--- src/hdl/tcs_pkg.sv ---
// Shared types and constants for the text console with scrolling.
// Used by tcs_front, tcs_back and text_console_with_scroll; no dependencies.

package tcs_pkg;

    // Screen geometry
    localparam int COLUMNS        = 80;
    localparam int ROWS           = 25;
    localparam int CELL_COUNT     = COLUMNS * ROWS;
    localparam int LAST_ROW_START = (ROWS - 1) * COLUMNS;

    // Field widths
    localparam int CELL_W  = 11;
    localparam int COL_W   = $clog2(COLUMNS);
    localparam int GLYPH_W = 8;
    localparam int ATTR_W  = 8;
    localparam int REQ_W   = 2;
    localparam int WORD_W  = GLYPH_W + ATTR_W;

    // Request queue between front and back
    localparam int QUEUE_DEPTH = 4;
    localparam int QUEUE_PTR_W = $clog2(QUEUE_DEPTH);
    localparam int QUEUE_CNT_W = $clog2(QUEUE_DEPTH + 1);

    // Fixed values
    localparam logic [GLYPH_W-1:0] BLANK_GLYPH      = 8'h20;
    localparam logic [ATTR_W-1:0]  TEXT_ATTR_RESET  = 8'h02;
    localparam logic [ATTR_W-1:0]  BLANK_ATTR_RESET = 8'h07;

    // Configuration register indexes
    localparam int CFG_INDEX_W = 1;
    typedef enum logic [CFG_INDEX_W-1:0] {
        CFG_TEXT_ATTR  = 1'b0,
        CFG_BLANK_ATTR = 1'b1
    } cfg_index_t;

    // Request codes
    typedef enum logic [REQ_W-1:0] {
        REQ_PUT     = 2'd0,
        REQ_NEWLINE = 2'd1,
        REQ_READ    = 2'd2,
        REQ_NONE    = 2'd3
    } req_kind_t;

    // Classified request as held in the queue
    typedef struct packed {
        req_kind_t           kind;
        logic [GLYPH_W-1:0]  glyph;
        logic [CELL_W-1:0]   cell_index;
        logic                in_range;
    } req_item_t;

    // Control from back to front
    typedef struct packed {
        logic pop;
        logic clearing;
    } back_ctrl_t;

    // Back-end sequencer states
    typedef enum logic [2:0] {
        ST_CLEAR  = 3'd0,
        ST_RUN    = 3'd1,
        ST_READ   = 3'd2,
        ST_SCROLL = 3'd3,
        ST_BLANK  = 3'd4,
        ST_PUT    = 3'd5
    } state_t;

endpackage

--- src/hdl/tcs_front.sv ---
// Front end of the text console: accepts request transactions, classifies them
// and holds them in a short queue for the back end. Depends on tcs_pkg.

module tcs_front (
    input  logic                          clk,
    input  logic                          rst_n,
    input  logic                          push,
    output logic                          full,
    input  logic [tcs_pkg::REQ_W-1:0]     req_type,
    input  logic [tcs_pkg::GLYPH_W-1:0]   glyph,
    input  logic [tcs_pkg::CELL_W-1:0]    cell_index,
    input  tcs_pkg::back_ctrl_t           back_ctrl,
    output logic                          head_valid,
    output tcs_pkg::req_item_t            head_item
);

    tcs_pkg::req_item_t               queue_mem [tcs_pkg::QUEUE_DEPTH];
    logic [tcs_pkg::QUEUE_PTR_W-1:0]  wr_ptr_reg, wr_ptr_next;
    logic [tcs_pkg::QUEUE_PTR_W-1:0]  rd_ptr_reg, rd_ptr_next;
    logic [tcs_pkg::QUEUE_CNT_W-1:0]  count_reg, count_next;
    tcs_pkg::req_item_t               new_item;
    logic                             accept;
    logic                             pop;

    // Classify the incoming request
    always_comb
    begin
        new_item.kind       = tcs_pkg::req_kind_t'(req_type);
        new_item.glyph      = glyph;
        new_item.cell_index = cell_index;
        new_item.in_range   = (cell_index < tcs_pkg::CELL_W'(tcs_pkg::CELL_COUNT));
    end

    // Queue flags and pointer updates
    always_comb
    begin
        full        = (count_reg == tcs_pkg::QUEUE_CNT_W'(tcs_pkg::QUEUE_DEPTH))
                      || back_ctrl.clearing;
        accept      = push && !full;
        head_valid  = (count_reg != '0);
        pop         = back_ctrl.pop && head_valid;
        head_item   = queue_mem[rd_ptr_reg];
        wr_ptr_next = accept ? wr_ptr_reg + 1'b1 : wr_ptr_reg;
        rd_ptr_next = pop ? rd_ptr_reg + 1'b1 : rd_ptr_reg;
        count_next  = count_reg;
        if (accept && !pop)
        begin
            count_next = count_reg + 1'b1;
        end
        else if (pop && !accept)
        begin
            count_next = count_reg - 1'b1;
        end
    end

    // Pointer and count registers
    always_ff @(posedge clk or negedge rst_n)
    begin
        if (!rst_n)
        begin
            wr_ptr_reg <= '0;
            rd_ptr_reg <= '0;
            count_reg  <= '0;
        end
        else
        begin
            wr_ptr_reg <= wr_ptr_next;
            rd_ptr_reg <= rd_ptr_next;
            count_reg  <= count_next;
        end
    end

    // Queue storage
    always_ff @(posedge clk)
    begin
        if (accept)
        begin
            queue_mem[wr_ptr_reg] <= new_item;
        end
    end

endmodule

--- config.mk ---
export PLATFORM = sky130hd
export DESIGN_NAME = tcs_front
export DESIGN_NICKNAME = d
export VERILOG_FILES = /design/src/hdl/tcs_pkg.sv /design/src/hdl/tcs_front.sv
export SDC_FILE = /design/constraint.sdc
export NUM_CORES = 1
export LEC_CHECK = 0
export ABC_AREA = 1
export ABC_CLOCK_PERIOD_IN_PS = 6500
export BUFFER_PORTS_ARGS = -buffer_cell sky130_fd_sc_hd__buf_2
export CAP_MARGIN = 20
export CORE_ASPECT_RATIO = 0.8
export CORE_MARGIN = 2
export CORE_UTILIZATION = 61
export DETAILED_ROUTE_END_ITERATION = 10
export PLACE_DENSITY = 0.87
export SETUP_SLACK_MARGIN = 0.02
export SYNTH_ARGS = -nofsm -noshare
export SYNTH_HDL_FRONTEND = slang
export SYNTH_SLANG_ARGS = --single-unit
--- constraint.sdc ---
create_clock -name clk -period 6.5 [get_ports clk]
set_input_delay 0.65 -clock clk [delete_from_list [all_inputs] [get_ports clk]]
set_output_delay 0.65 -clock clk [all_outputs]
set_load 0.05 [all_outputs]
==> results.yml <==
die:
  row_count: 25
  dieArea_um2: 6880
  io_pins: 50
  die_h_um: 74.6
  coreArea_um2: 5970
  dieWidth_um: 92.2
  initial_core_util: 0.636
synthesis:
  synth_fp_nets: 331
  yosysTopAreaCell: "edfxtp_1"
  ys_top_cells_by_count: "edfxtp_1 (88), nor2_1 (73), o21ai_1 (34)"
  ys_seq_area_frac: 0.742
  synth_ff_type: "edfxtp_1"
  synth_cells: 299
  syn_avg_cell_area_um2: 12.7
  synth-edff-count: 88
  synth_most_common_cell: "edfxtp_1"
  syn_area_um2: 3800
  yosys_register_bits: 95
  yosysWarnings: 0
  async_flop_share: 0.0737
  synth_area_leaders: "edfxtp_1 (70%), nor2_1 (7.2%), dfrtp_1 (4.6%)"
  ys_types: 19
  netlist.area_leader.share: 0.695
route:
  dr_total_vias: 2392
  dr.pass1.iters: 4
  wl_um: 6700
  drt_iter0_markers: 174
  remaining_drc_errors: 0
  ant_nets: 0
  routed_via_density: 5.47
  avgRoutedWirePerCell_um: 15.3
clock_tree:
  ctsHoldBuffers: 0
  cts.htree.levels: 3
  clock_sinks: 95
  clk_latency_ns: 0.35
  cts-resized-gates: 0
  clk_pin_slew_ns: 0.09
  cts_setup_buffers: 0
  cts_buffer_depth: 2
  cts_root_buffer: "clkbuf_8"
  cts_tree: "built"
  cts_inserted_buffers: 9
final_layout:
  largest_reg_flops: 88
  diodes: 0
  drive_gt1_frac: 0.216
  nets: 383
  syn_to_final_growth_pct: 13.1
  stdcell_count: 437
  finish.utilization: 0.720
global_routing:
  grt_pass1_vias: 2299
  antenna_found_initial: 0
  grt_usage: 0.207
  grt_overflow: 0
  grt_pass1_wl_um: 10600
  grt_max_degree: 47
sta:
  hold_viol_final: 0
  finalSetupTns_ns: 0
  skew_ns: 0.0115
  worst_slew_pin_slew_ns: 0.658
  setup_viol: 0
  maxSlewHeadroom: 0.561
  fin_crit_ns: 2.66
  rsz0062_at_grt: "false"
  timing.final.crit_share: 0.409
  fmaxAchievable_mhz: 376
  slew_viol_final: 0
power:
  p_sw_mw: 0.942
  power.density_nw_per_um2: 484
  cell_internal_pwr_mw: 1.14
  comb_power_share: 0.439
  power.leakage_nw: 1.60
  switching_share: 0.453
  clkPwrFrac: 0.186
  power_frac_seq: 0.375
  ir_worst_vdd_uv: 347
setup_path:
  cp_common_cell: "o21ai_0"
  arrival_ns: 2.01
  cp_max_fo: 45
  max_stage_delay_ns: 0.50
  start_kind: "flip-flop"
  path_cells: "inv_2 > o21ai_0 > o21ai_0 > buf_2"
  cp_num_buf_inv: 2
  cp_slowest_cell: "inv_2"
  cpLargestDelayFamily: "buffers and inverters"
  cp.required_ns: 5.85
  path_class: "reg2out"
  endpoint_kind: "primary output"
status:
  status: "completed"
place:
  gp_congestion: 0.752
  dp_hpwl_um: 4030
  dp_cells: 421
  port_buffers: 49
run:
  cap_violations: 0
worst_hold_path:
  hold_class: "in2async"
## layer usage
layer	GRT usage	wire, um
met5	0	0
met4	0.0730	56
met3	0.0729	526
met2	0.345	3270
met1	0.260	2850
## cell type report
class / count / area (um2)
clock buffer: 9 / 124
timing repair buffer: 54 / 283
fill: 413 / 1680
inverter: 14 / 52.6
sequential: 95 / 2820
multi-input combinational: 177 / 841
clock inverter: 7 / 80.1
tap: 81 / 101
## cell families (layout without fill, tap and decap cells)
| family | Yosys count | count (layout) | synth area share |
|---|---|---|---|
| XOR/XNOR | 1 | 1 | 0.00231 |
| flip-flops | 95 | 95 | 0.742 |
| adder cells (fa/ha/maj) | 6 | 6 | 0.0217 |
| buffers and inverters | 27 | 84 | 0.0398 |
| AND/OR/NAND/NOR | 104 | 104 | 0.107 |
| AO/OA/AOI/OAI | 66 | 66 | 0.0879 |
## per-stage QoR
step,hold WS (ns),power [mW],area (um2),worst slack (ns)
2_1_floorplan,0.354,1.53,3800,4.03
3_3_place_gp,0.482,1.69,4100,4.22
3_5_place_dp,0.495,1.71,4100,4.24
4_1_cts,0.104,2.09,4300,3.85
5_1_grt,0.115,2.19,4300,3.70
6_report,0.111,2.08,4300,3.84
## cell usage in the layout (no fill, tap or decap), drive strengths merged
cell,synthesis,layout
ha,5,5
edfxtp,88,88
xnor2,1,1
nand4,4,4
dfrtp,7,7
nand2,23,23
o21ai,66,66
fa,1,1
clkinvlp,0,2
clkinv,0,1
bufinv,0,1
nand3,4,4
buf,12,54
nor2,73,73
inv,14,17
clkbuf,1,9
## power by group through the flow
stage / registers [mW] / logic (mW) / clock network [mW]
6_report: 0.781 / 0.912 / 0.386
5_1_grt: 0.788 / 0.991 / 0.413
4_1_cts: 0.781 / 0.918 / 0.392
3_5_place_dp: 0.794 / 0.912 / 0
3_3_place_gp: 0.791 / 0.895 / 0
2_1_floorplan: 0.789 / 0.746 / 0
## final timing paths
kind / startpoint / end / slack, ns / cells after the start
worst max-delay path: rd_ptr_reg[1]$_DFFE_PN0P_ / head_item[0] / 3.84 / 4
worst min-delay path: rst_n / wr_ptr_reg[0]$_DFFE_PN0P_ / 0.11 / 1
worst max register to register: count_reg[0]$_DFFE_PN0P_ / count_reg[2]$_DFFE_PN0P_ / 4.46 / 11
worst min register to register: count_reg[2]$_DFFE_PN0P_ / count_reg[2]$_DFFE_PN0P_ / 0.53 / 2
max in group asynchronous: rst_n / rd_ptr_reg[1]$_DFFE_PN0P_ / 6.22 / 1
min in group clk: glyph[6] / queue_mem[0][18]$_DFFE_PP_ / 0.50 / 1
Power figures use the tool's default switching activity.
